<file path="config.mk">
export PLATFORM = sky130hd
export DESIGN_NAME = keypad_joystick_emulation
export DESIGN_NICKNAME = d
export VERILOG_FILES = /design/src/hw/rtl/kje_pkg.sv /design/src/hw/rtl/kje_ctrl.sv /design/src/hw/rtl/kje_dp.sv /design/src/hw/rtl/keypad_joystick_emulation.sv
export SDC_FILE = /design/constraint.sdc
export NUM_CORES = 1
export LEC_CHECK = 0
export BUFFER_PORTS_ARGS = -buffer_cell sky130_fd_sc_hd__buf_2
export CAP_MARGIN = 20
export CORE_MARGIN = 4
export CORE_UTILIZATION = 45
export DETAILED_ROUTE_END_ITERATION = 12
export HOLD_SLACK_MARGIN = 0.08
export PLACE_DENSITY = 0.71
export SYNTH_ARGS = -nofsm -noshare
export SYNTH_HDL_FRONTEND = slang
export SYNTH_SLANG_ARGS = --single-unit
</file>
<file path="constraint.sdc">
create_clock -name clk -period 6.93 [get_ports clk]
set_input_delay 0.3465 -clock clk [delete_from_list [all_inputs] [get_ports clk]]
set_output_delay 0.3465 -clock clk [all_outputs]
set_load 0.03 [all_outputs]
</file>
<file path="src/hw/rtl/kje_pkg.sv">
// ----------------------------------------------------------------------------
// kje_pkg
// Shared types, constants and helpers for the keypad joystick emulation.
// ----------------------------------------------------------------------------
package kje_pkg;

  // Field widths
  localparam int KeyW   = 4;
  localparam int TypeW  = 3;
  localparam int TrimW  = 8;
  localparam int PosW   = 10;
  localparam int MaskW  = 3;
  localparam int CfgIdxW = 2;
  localparam int CfgDataW = 8;
  localparam int InDataW  = 8;
  localparam int OutDataW = 32;

  // Divider sizing: sum magnitude up to 3 * 127, count up to 9
  localparam int MagW  = 9;
  localparam int CntW  = 4;
  localparam int RemW  = 4;
  localparam int DivSteps = MagW;
  localparam int StepW = 4;

  localparam int CentrePos = 127;

  // Key indexes
  localparam logic [KeyW-1:0] KEY_LAST_DIR = 4'd8;
  localparam logic [KeyW-1:0] KEY_BTN0     = 4'd9;
  localparam logic [KeyW-1:0] KEY_BTN1     = 4'd10;

  // Pad types
  localparam logic [TypeW-1:0] PAD_KEYBOARD  = 3'd2;
  localparam logic [TypeW-1:0] PAD_KB_CENTER = 3'd3;

  // Configuration register indexes
  localparam logic [CfgIdxW-1:0] REG_FIRST_PAD  = 2'd0;
  localparam logic [CfgIdxW-1:0] REG_SECOND_PAD = 2'd1;
  localparam logic [CfgIdxW-1:0] REG_TRIM_X     = 2'd2;
  localparam logic [CfgIdxW-1:0] REG_TRIM_Y     = 2'd3;

  // Held arrow patterns {up, right, left, down} that select a fixed diagonal
  localparam logic [3:0] ARW_DOWN_LEFT  = 4'b0011;
  localparam logic [3:0] ARW_DOWN_RIGHT = 4'b0101;
  localparam logic [3:0] ARW_UP_LEFT    = 4'b1010;
  localparam logic [3:0] ARW_UP_RIGHT   = 4'b1100;

  // Controller to datapath commands
  typedef struct packed {
    logic load;      // capture the accepted beat, update held keys
    logic step;      // one divider iteration
    logic out_load;  // write the result into the output register
  } kje_cmd_t;

  function automatic logic is_keyboard(input logic [TypeW-1:0] t);
    return (t == PAD_KEYBOARD) || (t == PAD_KB_CENTER);
  endfunction

endpackage

</file>
<file path="src/hw/rtl/kje_ctrl.sv">
// ----------------------------------------------------------------------------
// kje_ctrl
// Sequencer: accept a beat, run the divider, hand the result to the output
// register.
// ----------------------------------------------------------------------------
module kje_ctrl import kje_pkg::*; (
  input  logic     clk,
  input  logic     rst_n,
  input  logic     in_tvalid,
  output logic     in_tready,
  output logic     out_tvalid,
  input  logic     out_tready,
  output kje_cmd_t cmd
);

  localparam logic [1:0] ST_IDLE = 2'd0;
  localparam logic [1:0] ST_DIV  = 2'd1;
  localparam logic [1:0] ST_HOLD = 2'd2;

  logic [1:0]       state_r, state_nxt;
  logic [StepW-1:0] step_r, step_nxt;
  logic             oval_r, oval_nxt;

  assign in_tready  = (state_r == ST_IDLE);
  assign out_tvalid = oval_r;

  // Next state and commands
  always_comb begin
    state_nxt    = state_r;
    step_nxt     = step_r;
    oval_nxt     = oval_r;
    cmd          = '0;
    if (oval_r && out_tready) begin
      oval_nxt = 1'b0;
    end
    unique case (state_r)
      ST_IDLE: begin
        if (in_tvalid) begin
          cmd.load  = 1'b1;
          step_nxt  = '0;
          state_nxt = ST_DIV;
        end
      end
      ST_DIV: begin
        cmd.step = 1'b1;
        step_nxt = step_r + StepW'(1);
        if (step_r == StepW'(DivSteps - 1)) begin
          state_nxt = ST_HOLD;
        end
      end
      ST_HOLD: begin
        // output register free, or being emptied this cycle
        if (!oval_r || out_tready) begin
          cmd.out_load = 1'b1;
          oval_nxt     = 1'b1;
          state_nxt    = ST_IDLE;
        end
      end
      default: begin
        state_nxt = ST_IDLE;
      end
    endcase
  end

  always_ff @(posedge clk) begin
    if (!rst_n) begin
      state_r <= ST_IDLE;
      step_r  <= '0;
      oval_r  <= 1'b0;
    end else begin
      state_r <= state_nxt;
      step_r  <= step_nxt;
      oval_r  <= oval_nxt;
    end
  end

endmodule

</file>
<file path="src/hw/rtl/kje_dp.sv">
// ----------------------------------------------------------------------------
// kje_dp
// Datapath: config registers, held-key flags, direction sums, a pair of
// restoring dividers and the output register.
// ----------------------------------------------------------------------------
module kje_dp import kje_pkg::*; (
  input  logic                clk,
  input  logic                rst_n,
  input  logic                cfg_we,
  input  logic [CfgIdxW-1:0]  cfg_index,
  input  logic [CfgDataW-1:0] cfg_wdata,
  input  logic [InDataW-1:0]  in_tdata,
  input  kje_cmd_t            cmd,
  output logic [OutDataW-1:0] out_tdata
);

  logic [TypeW-1:0]       pad1_r, pad2_r;
  logic signed [TrimW-1:0] trim_x_r, trim_y_r;
  logic [8:0]             held_r, held_nxt;

  // Beat fields
  logic [KeyW-1:0] key;
  logic            ext, down, rep;
  assign key  = in_tdata[3:0];
  assign ext  = in_tdata[4];
  assign down = in_tdata[5];
  assign rep  = in_tdata[6];

  // Configuration writes
  always_ff @(posedge clk) begin
    if (!rst_n) begin
      pad1_r   <= '0;
      pad2_r   <= '0;
      trim_x_r <= '0;
      trim_y_r <= '0;
    end else if (cfg_we) begin
      unique case (cfg_index)
        REG_FIRST_PAD:  pad1_r   <= cfg_wdata[TypeW-1:0];
        REG_SECOND_PAD: pad2_r   <= cfg_wdata[TypeW-1:0];
        REG_TRIM_X:     trim_x_r <= cfg_wdata;
        REG_TRIM_Y:     trim_y_r <= cfg_wdata;
        default: ;
      endcase
    end
  end

  // Event decode
  logic pad_sel, centering, second_kb, is_dir, handled, pwrite;
  logic [MaskW-1:0] mask;
  logic level;

  assign pad_sel   = !is_keyboard(pad1_r);
  assign centering = ((pad_sel ? pad2_r : pad1_r) == PAD_KB_CENTER);
  assign second_kb = is_keyboard(pad2_r);
  assign handled   = !ext && (key <= KEY_BTN1);
  assign is_dir    = !ext && (key <= KEY_LAST_DIR);
  assign pwrite    = is_dir && ((down && !rep) || centering);

  always_comb begin
    mask = '0;
    if (handled && key == KEY_BTN0) begin
      mask = second_kb ? 3'd6 : 3'd1;
    end else if (handled && key == KEY_BTN1) begin
      mask = second_kb ? 3'd0 : 3'd2;
    end
    level = (mask != '0) && down;
  end

  // Held flags after this beat
  always_comb begin
    held_nxt = held_r;
    if (is_dir) begin
      held_nxt[key] = down;
    end
  end

  // Direction sums as sign and magnitude, and the held count
  logic [3:0]      arrows;
  logic [1:0]      n_l, n_r, n_d, n_u, mx, my;
  logic            sx, sy;
  logic [CntW-1:0] cnt;

  assign arrows = {held_nxt[7], held_nxt[5], held_nxt[3], held_nxt[1]};

  always_comb begin
    n_l = 2'(held_nxt[0]) + 2'(held_nxt[3]) + 2'(held_nxt[6]);
    n_r = 2'(held_nxt[2]) + 2'(held_nxt[5]) + 2'(held_nxt[8]);
    n_d = 2'(held_nxt[0]) + 2'(held_nxt[1]) + 2'(held_nxt[2]);
    n_u = 2'(held_nxt[6]) + 2'(held_nxt[7]) + 2'(held_nxt[8]);
    cnt = 4'(n_d) + 4'(n_u) + 4'(held_nxt[3]) + 4'(held_nxt[4]) + 4'(held_nxt[5]);
    sx  = n_l > n_r;
    mx  = sx ? n_l - n_r : n_r - n_l;
    // lower row counts toward +y
    sy  = n_u > n_d;
    my  = sy ? n_u - n_d : n_d - n_u;
    case (arrows)
      ARW_DOWN_LEFT:  begin sx = 1'b1; mx = 2'd1; sy = 1'b0; my = 2'd1; cnt = 4'd1; end
      ARW_DOWN_RIGHT: begin sx = 1'b0; mx = 2'd1; sy = 1'b0; my = 2'd1; cnt = 4'd1; end
      ARW_UP_LEFT:    begin sx = 1'b1; mx = 2'd1; sy = 1'b1; my = 2'd1; cnt = 4'd1; end
      ARW_UP_RIGHT:   begin sx = 1'b0; mx = 2'd1; sy = 1'b1; my = 2'd1; cnt = 4'd1; end
      default: ;
    endcase
    // nothing held: sum is zero, divide by one
    if (cnt == '0) begin
      cnt = 4'd1;
    end
  end

  // Divider state: dividend shifts out as quotient shifts in
  logic [MagW-1:0] qx_r, qy_r;
  logic [RemW-1:0] rx_r, ry_r;
  logic [CntW-1:0] dvs_r;
  logic            sx_r, sy_r;
  logic            handled_r, pwrite_r, pad_r, level_r;
  logic [MaskW-1:0] mask_r;

  logic [RemW:0] rx_sh, ry_sh;
  logic          gx, gy;

  assign rx_sh = {rx_r, qx_r[MagW-1]};
  assign ry_sh = {ry_r, qy_r[MagW-1]};
  assign gx    = rx_sh >= {1'b0, dvs_r};
  assign gy    = ry_sh >= {1'b0, dvs_r};

  // Held flags
  always_ff @(posedge clk) begin
    if (!rst_n) begin
      held_r <= '0;
    end else if (cmd.load) begin
      held_r <= held_nxt;
    end
  end

  // Beat capture and division steps
  always_ff @(posedge clk) begin
    if (cmd.load) begin
      qx_r      <= {mx, 7'd0} - MagW'(mx);
      qy_r      <= {my, 7'd0} - MagW'(my);
      rx_r      <= '0;
      ry_r      <= '0;
      dvs_r     <= cnt;
      sx_r      <= sx;
      sy_r      <= sy;
      handled_r <= handled;
      pwrite_r  <= pwrite;
      pad_r     <= pad_sel;
      mask_r    <= mask;
      level_r   <= level;
    end else if (cmd.step) begin
      rx_r <= gx ? RemW'(rx_sh - {1'b0, dvs_r}) : rx_sh[RemW-1:0];
      ry_r <= gy ? RemW'(ry_sh - {1'b0, dvs_r}) : ry_sh[RemW-1:0];
      qx_r <= {qx_r[MagW-2:0], gx};
      qy_r <= {qy_r[MagW-2:0], gy};
    end
  end

  // Final position: signed quotient plus centre and trim
  logic signed [PosW:0] vx, vy, px, py;
  always_comb begin
    vx = sx_r ? -$signed({2'b00, qx_r}) : $signed({2'b00, qx_r});
    vy = sy_r ? -$signed({2'b00, qy_r}) : $signed({2'b00, qy_r});
    px = vx + (PosW+1)'(CentrePos) + (PosW+1)'(trim_x_r);
    py = vy + (PosW+1)'(CentrePos) + (PosW+1)'(trim_y_r);
  end

  // Output register
  always_ff @(posedge clk) begin
    if (cmd.out_load) begin
      out_tdata <= {5'd0, level_r, mask_r,
                    pwrite_r ? py[PosW-1:0] : '0,
                    pwrite_r ? px[PosW-1:0] : '0,
                    pad_r, pwrite_r, handled_r};
    end
  end

endmodule

</file>
<file path="src/hw/rtl/keypad_joystick_emulation.sv">
// ----------------------------------------------------------------------------
// keypad_joystick_emulation
// Keypad key events in, emulated joystick position and button writes out.
// ----------------------------------------------------------------------------
//  channel | dir | handshake         | beat
//  in_     | in  | tvalid / tready   | one key event
//  out_    | out | tvalid / tready   | one result per key event
//
//  cfg_    | in  | we (no wait)      | pad types and trims
//
// The accept edge captures the event. Nine divider iterations follow, one
// quotient bit each for the 9-bit sum magnitude, then the hold state loads
// the output register. No new event is taken until that load is done and
// the sequencer is idle again. A new event is accepted while the previous
// result waits in the output register; if that register is still full at
// the end of the division the sequencer holds. Reset (rst_n, synchronous)
// releases all keys and clears the config registers.
// ----------------------------------------------------------------------------
module keypad_joystick_emulation import kje_pkg::*; (
  input  logic                clk,
  input  logic                rst_n,
  // [3:0] key_index, [4] extended, [5] pressed, [6] autorepeat
  input  logic [InDataW-1:0]  in_tdata,
  input  logic                in_tvalid,
  output logic                in_tready,
  // [0] handled, [1] position_write, [2] pad_number, [12:3] position_x,
  // [22:13] position_y, [25:23] button_write_mask, [26] button_level
  output logic [OutDataW-1:0] out_tdata,
  output logic                out_tvalid,
  input  logic                out_tready,
  input  logic                cfg_we,
  input  logic [CfgIdxW-1:0]  cfg_index,
  input  logic [CfgDataW-1:0] cfg_wdata
);

  kje_cmd_t cmd;

  kje_ctrl u_ctrl (
    .clk        (clk),
    .rst_n      (rst_n),
    .in_tvalid  (in_tvalid),
    .in_tready  (in_tready),
    .out_tvalid (out_tvalid),
    .out_tready (out_tready),
    .cmd        (cmd)
  );

  kje_dp u_dp (
    .clk       (clk),
    .rst_n     (rst_n),
    .cfg_we    (cfg_we),
    .cfg_index (cfg_index),
    .cfg_wdata (cfg_wdata),
    .in_tdata  (in_tdata),
    .cmd       (cmd),
    .out_tdata (out_tdata)
  );

endmodule
</file>
==> results of run 1 <==
==> Yosys cell counts (10+ instances only) <==
master	n
a21oi_1	22
and2_1	17
clkbuf_1	18
dfxtp_1	46
edfxtp_1	58
fa_1	13
ha_1	61
inv_1	79
mux2i_1	34
nand2_1	56
nand2b_1	11
nor2_1	30
nor2b_1	43
nor3_1	12
o211a_1	10
o21ai_0	26
xnor2_1	22
xor2_1	11
==> per-stage QoR <==
| step | total power, W | instances | worst slack [ps] | instance area (sq um) | util, % |
|---|---|---|---|---|---|
| after floorplan | 0.00180 | 673 | 3180 | 6630 | - |
| after global placement | 0.00198 | 882 | 2730 | 7010 | 48.4 |
| after detailed placement | 0.00205 | 882 | 2660 | 7010 | 48.4 |
| after CTS | 0.00253 | 898 | 3020 | 7280 | 50.3 |
| after global routing | 0.00274 | 898 | 2770 | 7280 | 50.3 |
| final | 0.00251 | 898 | 3000 | 7280 | 50.3 |
==> cell families (layout without fill, tap and decap cells) <==
| group | Yosys count | in the layout |
|---|---|---|
| compound gates | 102 | 102 |
| xor+xnor | 33 | 33 |
| fa+ha+maj | 74 | 74 |
| buf+inv | 107 | 148 |
| flops | 104 | 104 |
| mux | 39 | 39 |
| other cells | 1 | 5 |
| simple gates | 209 | 209 |
==> power by group through the flow <==
stage                     sequential [W]  clock, W  combinational [W]
after floorplan                 0.000827         0           0.000978
after CTS                       0.000837  0.000486            0.00121
after global routing            0.000849  0.000512            0.00138
after detailed placement        0.000851         0            0.00120
final                           0.000838  0.000472            0.00120
after global placement          0.000846         0            0.00114
==> layout by cell type (no fill, tap or decap), types with 10 or more instances in the layout <==
master,n
nand2_1,56
o211a_1,10
and2_1,17
nor2_1,30
nor2b_1,42
ha_1,61
inv_1,79
xnor2_1,22
fa_1,13
edfxtp_1,58
nand2b_1,11
mux2i_1,34
nor3_1,12
dfxtp_1,46
a21oi_1,22
o21ai_0,26
buf_2,50
xor2_1,11
==> sequential cells by signal (all words and copies together) (netlist names), 3 cells and up <==
| signal | cells |
|---|---|
| u_dp.mask_r | 3 |
| u_dp.ry_r | 4 |
| u_dp.trim_y_r | 8 |
| u_dp.held_r | 9 |
| u_dp.pad2_r | 3 |
| u_dp.dvs_r | 4 |
| u_dp.rx_r | 4 |
| u_dp.trim_x_r | 8 |
| u_dp.qx_r | 9 |
| u_dp.pad1_r | 3 |
| u_dp.qy_r | 9 |
| u_ctrl.step_r | 4 |
| u_dp.out_tdata | 27 |
==> metal layers <==
| layer | routed length, microns | up-vias |
|---|---|---|
| met2 | 6030 | 57 |
| met5 | 0 | - |
| li1 | - | 2346 |
| met3 | 392 | 17 |
| met1 | 5740 | 2121 |
| met4 | 278 | 0 |
==> how the worst max path moves through the flow <==
| stage | startpoint | to | slack, ps |
|---|---|---|---|
| 2_1_floorplan | in_tdata[3] | u_dp.dvs_r[0]$_SDFFCE_PN1P_ | 3180 |
| 3_3_place_gp | in_tdata[3] | u_dp.dvs_r[0]$_SDFFCE_PN1P_ | 2730 |
| 3_5_place_dp | in_tdata[3] | u_dp.dvs_r[0]$_SDFFCE_PN1P_ | 2660 |
| 4_1_cts | in_tdata[3] | u_dp.dvs_r[0]$_SDFFCE_PN1P_ | 3020 |
| 5_1_grt | in_tdata[3] | u_dp.dvs_r[0]$_SDFFCE_PN1P_ | 2770 |
| 6_report | in_tdata[3] | u_dp.dvs_r[0]$_SDFFCE_PN1P_ | 3000 |
==> worst max-delay path, delay by kind of cell <==
kind	cells	cell delay, ps
buffers and inverters	5	470
multiplexers	1	350
adder cells (fa/ha/maj)	5	1910
AND/OR/NAND/NOR	4	730
AO/OA/AOI/OAI	2	220
==> final cells by class <==
class                      count  area (sq um)
multi-input combinational    462          3550
inverter                      80           300
fill                        1335          7200
clock inverter                 6          42.5
tap                          184           230
clock buffer                  10           229
sequential                   104          2660
timing repair buffer          52           265
==> results.cfg, run 1 <==
[synth]
synth.yosys.seq_area_share_pct = 40.2
synthSimpleGateAreaFrac_pct = 16.9
synth_area_sq_mm = 0.00662
yosys_register_bits = 104
async_flop_share_pct = 0
synth_top_area_share_pct = 26.3
ys_warn_count = 0
netlist_instances = 669
synth_compound_area_share_pct = 10.6
ys_types = 54
synth-xor-area-share_pct = 4.37
synth_top_family_by_area = simple AND/OR/NAND/NOR gates
yosys-top-cells-area = edfxtp_1 26%, dfxtp_1 14%, ha_1 12%
synth_edf_count = 58
yosysTopAreaCell = edfxtp_1
syn_area_per_cell_sq_um = 9.89
synthAdderAreaFrac_pct = 15.5
ys.flop_type = edfxtp_1
muxShareOfSynthArea_pct = 5.99

[placed_design]
dp_hpwl_microns = 9590
finalWeightedCongestion = 0.898
port_buffers = 50

[clock_network]
max-clock-path-buffers = 2
cts.sinks = 104
clock_latency_ps = 350
post_cts_resized = 0
postCtsHoldBufs = 0
h-tree-depth = 3
clkTransAtPathRegs_ps = 70
cts_root_buf = clkbuf_16
cts_tree = yes
cts_buffers = 9
postCtsSetupBuffers = 0

[final_layout]
drive_gt1_share_pct = 10.9
num_antenna_cells = 0
area_delta_synth_final_pct = 9.96
final_nets = 806

[detailed_routing]
drt_iter0_drc = 222
wl_per_cell_microns = 13.8
via_count = 4541
drc = 0
dr.pass1.iters = 4
routed_wl_microns = 12400
ant_nets = 0
viasPerCell = 5.06

[floorplan]
initial_core_util_pct = 45.7
io_pins = 57
rows = 44
die_y_microns = 129
chipWidth_microns = 129
die-area_sq_mm = 0.0167
core-area_sq_mm = 0.0145

[timing]
whs_ps = 286
rsz0062_at_grt = false
finalSetupViolations = 0
maxSlewHeadroom_pct = 54.4
finalMaxSlewViolations = 0
finalWorstPathRequiredPeriod_ps = 3930
finalHoldViolations = 0
tns_ps = 0
max_freq_mhz = 254
min_period_over_period_pct = 56.7
tightest_slew_ps = 683
clock_skew_ps = 8.39

[setup_path]
start_kind = primary input
crit_arrival_ps = 4040
r2r_end = u_dp.dvs_r[0]$_SDFFCE_PN1P_
critical_path.max_stage_delay_ps = 610
cp_slowest_cell = fa_1
crit_chain = buf_2, nor3b_1, nand2_1, mux2i_1, inv_1, fa_1, inv_1, ha_1, fa_1, inv_1, ha_1, inv_1, fa_1, nand2b_1, o21ai_0, a21oi_1, nand2_1
r2r_start = u_dp.held_r[8]$_SDFFE_PN0P_
cp-end-kind = flip-flop
critPathMostFrequentCell = inv_1
regToRegSetupSlack_ps = 3420
path_max_fanout = 6
reg2reg_depth = 14
worstPathRequired_ps = 7040
worstSetupPathType = primary input to flip-flop

[pwr]
comb_power_share_pct = 47.9
power.density_mw_per_mm2 = 346
pwr-share-clk_pct = 18.8
peakVddDrop_uv = 159
p_sw_w = 0.000935
leakage_nw = 3.29
p_sw_share_pct = 37.2
internal_power_w = 0.00158
seq_power_share_pct = 33.3

[grt]
use_met2_pct = 26.0
grt_overflow = 0
grt_pass1_vias = 4445
grtUsageMet1_pct = 19.5
grt_max_degree = 39
grt_antenna_before_repair = 0
grt_usage_pct = 15.4
grtUsageMet3_pct = 2.84
grt_pass1_wl_microns = 20600
top_usage_layer = met2

[hold_path]
hold_class = primary input to flip-flop
whs_endpoint = u_dp.trim_y_r[3]$_SDFFE_PN0P_
min-delay-start = cfg_wdata[3]
hold_path_depth = 3

[flow_run]
maxCapViolations = 0

[status]
outcome = completed
(Power assumes the default switching activity.)
==> inputs of run 2 (changes only) <==
clock period = 3.73 ns   (was 6.93 ns; I/O delays follow)
==> results.cfg, run 2 (same netlist as run 1, synthesis figures left out) <==
[setup_path]
critical_path.max_stage_delay_ps = 510
crit_chain = buf_2, nor3b_4, nor2b_1, mux2_2, fa_1, inv_1, ha_1, fa_1, inv_1, ha_1, inv_1, fa_1, nand2b_1, o21ai_0, a21oi_1, nand2_1
cp-end-kind = flip-flop
r2r_start = u_dp.qx_r[0]$_DFFE_PP_
startpoint = in_tdata[2]
worstPathRequired_ps = 3840
path_max_fanout = 6
cpLargestDelayFamily = adder cells
crit_arrival_ps = 3480
cp_slowest_cell = fa_1
start_kind = primary input
worstSetupPathType = primary input to flip-flop
path_buf_inv = 4

[detailed_routing]
viasPerCell = 5.10
via_count = 4649
drt_iter0_drc = 200
routed_wl_microns = 12600
ant_nets = 0
wl_per_cell_microns = 13.8
dr.pass1.iters = 4
drc = 0

[final_layout]
layout_common_cells = 79 x inv_1, 61 x ha_1, 58 x edfxtp_1
final_nets = 820
layout_commonest_cell = inv_1
drive_gt1_share_pct = 12.8
regMostFlops = u_dp.out_tdata
area_delta_synth_final_pct = 12.6
largest_register_ff_count = 27
num_antenna_cells = 0
nFillCells = 1319
design_area_sq_mm = 0.00745

[floorplan]
initial_core_util_pct = 45.7
die_y_microns = 129
die-area_sq_mm = 0.0167
chipWidth_microns = 129
rows = 44
io_pins = 57
core-area_sq_mm = 0.0145

[grt]
grt_max_degree = 39
grtUsageMet1_pct = 19.8
grt_antenna_before_repair = 0
grt_usage_pct = 15.6
grt_pass1_wl_microns = 20900
use_met2_pct = 26.5
top_usage_layer = met2
grtUsageMet3_pct = 2.64
grt_pass1_vias = 4517
grt_overflow = 0

[hold_path]
hold_class = primary input to flip-flop
min-delay-start = cfg_wdata[5]

[status]
outcome = completed

[clock_network]
cts_root_buf = clkbuf_16
cts.sinks = 104
post_cts_resized = 0
postCtsSetupBuffers = 0
postCtsHoldBufs = 0
cts_buffers = 9
max-clock-path-buffers = 2
clock_latency_ps = 350
cts_tree = yes
h-tree-depth = 3
clkTransAtPathRegs_ps = 70

[pwr]
power_w = 0.00491
power.density_mw_per_mm2 = 659
peakVddDrop_uv = 291
leakage_nw = 3.39

[timing]
finalHoldViolations = 0
finalSetupViolations = 0
whs_ps = 114
rsz0062_at_grt = false
tightest_slew_ps = 712
min_period_over_period_pct = 90.5
clock_skew_ps = 7.63
maxSlewHeadroom_pct = 52.5
finalWorstPathRequiredPeriod_ps = 3380
max_freq_mhz = 296
finalMaxSlewViolations = 0

[placed_design]
port_buffers = 50
place_area_sq_mm = 0.00711
finalWeightedCongestion = 0.859
dp_hpwl_microns = 9530

[flow_run]
maxCapViolations = 0
run 2: worst paths after layout:
check                                endpoint  slack (ps)  cells past startpoint
max reg2reg  u_dp.out_tdata[10]$_SDFFCE_PN0P_         440                     14
min             u_dp.trim_x_r[5]$_SDFFE_PN0P_         110                      3
max               u_dp.dvs_r[0]$_SDFFCE_PN1P_         350                     16
min reg2reg      u_dp.out_tdata[23]$_DFFE_PP_         420                      0
run 2: where the power goes:
group	total [W]	internal, W	leakage (nW)	switching [W]
clock	0.00109	0.000662	0.169	0.000430
combinational	0.00227	0.00106	2.30	0.00120
sequential	0.00156	0.00143	0.925	0.000128
run 2: layout make-up:
| class | instances | area (sq um) | area share (%) |
|---|---|---|---|
| timing repair buffer | 66 | 370 | 4.97 |
| clock buffer | 10 | 229 | 3.07 |
| tap | 184 | 230 | 3.09 |
| inverter | 80 | 300 | 4.03 |
| sequential | 104 | 2660 | 35.7 |
| multi-input combinational | 462 | 3550 | 47.6 |
| clock inverter | 6 | 115 | 1.54 |
run 2: per-layer routing:
metal / share of wire [%] / routed length, microns
met2: 49 / 6200
met3: 3.1 / 390
met4: 1.2 / 154
met1: 46 / 5830
met5: 0 / 0
run 2: worst reg2reg max path, delay by kind of cell, from the launching register on:
kind,cells,cell delay [ps]
and+or+nand+nor,2,370
muxes,1,240
AOI/OAI and AO/OA,4,760
buffers and inverters,3,240
DFF,1,380
adders and majority gates,4,1040
run 2: metrics by stage:
stage | cells | setup slack, ps | utilization, % | setup TNS [ps]
finish | 912 | 355 | 51.5 | 0
CTS | 912 | 363 | 51.5 | 0
global route | 912 | 92.0 | 51.5 | 0
global placement | 896 | 29.0 | 49.1 | 0
floorplan | 673 | 135 | - | 0
detailed placement | 896 | -10.7 | 49.1 | -10.7
==> inputs of run 3 (changes only) <==
CAP_MARGIN = 15   (was 20)
SYNTH_HIERARCHICAL = 1   (was not set)
==> results.cfg, run 3 <==
[clock_network]
cts_buffers = 9
max-clock-path-buffers = 2
cts.sinks = 104
cts_root_buf = clkbuf_16
cts_tree = yes
clock_latency_ps = 350
h-tree-depth = 3
clkTransAtPathRegs_ps = 70
post_cts_resized = 0
postCtsHoldBufs = 0
postCtsSetupBuffers = 0

[pwr]
power.density_mw_per_mm2 = 607
leakage_nw = 3.31
peakVddDrop_uv = 252

[grt]
grt_usage_pct = 16.2
grt_max_degree = 33
grt_pass1_wl_microns = 21900
grt_overflow = 0
grt_pass1_vias = 4855
grt_antenna_before_repair = 0

[detailed_routing]
drc = 0
via_count = 4735
routed_wl_microns = 12800
viasPerCell = 5.20
wl_per_cell_microns = 14.0
ant_nets = 0
dr.pass1.iters = 5
drt_iter0_drc = 315

[timing]
finalMaxSlewViolations = 0
finalSetupViolations = 0
maxSlewHeadroom_pct = 54.6
finalHoldViolations = 0
rsz0062_at_grt = false
tightest_slew_ps = 680
tns_ps = 0
min_period_over_period_pct = 88.9
max_freq_mhz = 302
clock_skew_ps = 7.09
finalWorstPathRequiredPeriod_ps = 3310

[floorplan]
initial_core_util_pct = 45.7
die_y_microns = 129
die-area_sq_mm = 0.0167
rows = 44
io_pins = 57
chipWidth_microns = 129
core-area_sq_mm = 0.0145

[synth]
ys.flop_type = edfxtp_1
syn_area_per_cell_sq_um = 9.96
ys_warn_count = 6
synth_top_area_share_pct = 26.3
synth.yosys.seq_area_share_pct = 40.2
yosys-top-cells-area = edfxtp_1 26%, dfxtp_1 14%, ha_1 11%
async_flop_share_pct = 0
synth_common_cells = 81 x inv_1, 58 x edfxtp_1, 58 x ha_1
netlist_instances = 664
yosysMostFrequentCell = inv_1
synth_edf_count = 58
yosys_register_bits = 104
synth_area_sq_mm = 0.00662
ys_types = 67
yosysTopAreaCell = edfxtp_1

[hold_path]
hold_class = primary input to flip-flop
whs_endpoint = u_dp/trim_y_r[6]$_SDFFE_PN0P_
hold_path_depth = 3
min-delay-start = cfg_wdata[6]

[placed_design]
place_area_sq_mm = 0.00712
port_buffers = 50
finalWeightedCongestion = 0.842
dp_hpwl_microns = 9960

[final_layout]
layout_common_cells = 81 x inv_1, 58 x ha_1, 58 x edfxtp_1
drive_gt1_share_pct = 13.6
num_antenna_cells = 0
regMostFlops = u_dp/out_tdata
design_area_sq_mm = 0.00742
nFillCells = 1247
final_nets = 813
area_delta_synth_final_pct = 12.2
layout_commonest_cell = inv_1
largest_register_ff_count = 27

[setup_path]
start_kind = primary input
cp-end-kind = flip-flop
worstSetupPathType = primary input to flip-flop
path_max_fanout = 7
worstPathRequired_ps = 3810
r2r_end = u_dp/qy_r[2]$_DFFE_PP_
r2r_start = u_dp/held_r[7]$_SDFFE_PN0P_
reg2reg_depth = 14
regToRegSetupSlack_ps = 480
crit_arrival_ps = 3400

[flow_run]
maxCapViolations = 0

[status]
outcome = completed
-- run 3: cell count changes after synthesis, sizes merged, moves of 4 or more --
cell	previous run	this run
nand2	57	39
nand3	5	13
a22o	0	6
inv	79	85
and2	17	12
a211oi	0	4
clkbuf	18	14
mux2	5	1
mux2i	34	38
o21a	6	10
-- run 3: worst max-delay path by stage --
stage | start | endpoint | cells past startpoint
6_report | in_tdata[3] | u_dp/qy_r[2]$_DFFE_PP_ | 16
5_1_grt | in_tdata[2] | u_dp/qy_r[2]$_DFFE_PP_ | 15
4_1_cts | in_tdata[3] | u_dp/qy_r[2]$_DFFE_PP_ | 16
3_5_place_dp | in_tdata[3] | u_dp/qy_r[2]$_DFFE_PP_ | 16
3_3_place_gp | in_tdata[3] | u_dp/dvs_r[0]$_SDFFCE_PN1P_ | 15
2_1_floorplan | in_tdata[0] | u_dp/dvs_r[0]$_SDFFCE_PN1P_ | 15
-- run 3: critical path, cell delays in order --
cell and delay (ps):
buf_2 140, nor2_2 130, nand4_1 160, o21ai_0 490
fa_1 570, inv_1 90, ha_1 130, inv_1 50
fa_1 400, a211oi_1 250, a31oi_1 70, o21ai_0 140
nand2b_1 160, ha_1 140, nand2_1 120, a21boi_0 170
-- run 3: kinds of logic (layout without fill, tap and decap cells) --
| kind of cell | count (synthesis) | count (layout) | synth area share (%) |
|---|---|---|---|
| other | 1 | 5 | 0.0567 |
| and+or+nand+nor | 192 | 192 | 16.0 |
| DFF | 104 | 104 | 40.2 |
| buffers and inverters | 108 | 167 | 6.51 |
| muxes | 39 | 39 | 6.03 |
| AOI/OAI and AO/OA | 116 | 116 | 12.3 |
| xor gates and xnor gates | 36 | 36 | 4.88 |
| adders and majority gates | 68 | 68 | 14.0 |
-- run 3: power by group --
group | internal (W) | total [W] | switching, W
clock network | 0.000538 | 0.000951 | 0.000413
logic | 0.000963 | 0.00204 | 0.00108
registers | 0.00140 | 0.00151 | 0.000113
-- run 3: layout make-up --
cell class,count,area [sq um],share of cell area (%)
repair buffers,66,370,4.99
clock inverters,5,56.3,0.759
inverters,85,319,4.30
well taps,184,230,3.10
clock buffers,11,243,3.27
multi-input cells,456,3540,47.7
flip-flops and latches,104,2660,35.9
-- run 3: per-layer routing --
metal | track usage (%) | vias to the layer above | share of wire [%]
met5 | 0 | - | 0
met2 | 29.2 | 95 | 50
li1 | - | 2394 | -
met3 | 2.93 | 20 | 3.8
met4 | 7.04 | 0 | 2.4
met1 | 18.7 | 2226 | 44
-- run 3: metrics by stage --
step | cells | power (W) | util [%] | setup slack (ps) | hold WS (ps)
2_1_floorplan | 668 | 0.00314 | - | 254 | 352
3_3_place_gp | 895 | 0.00346 | 49.2 | 110 | 402
3_5_place_dp | 895 | 0.00357 | 49.2 | 20.4 | 410
4_1_cts | 911 | 0.00454 | 51.3 | 417 | 117
5_1_grt | 911 | 0.00490 | 51.3 | 145 | 136
6_report | 911 | 0.00450 | 51.3 | 416 | 130
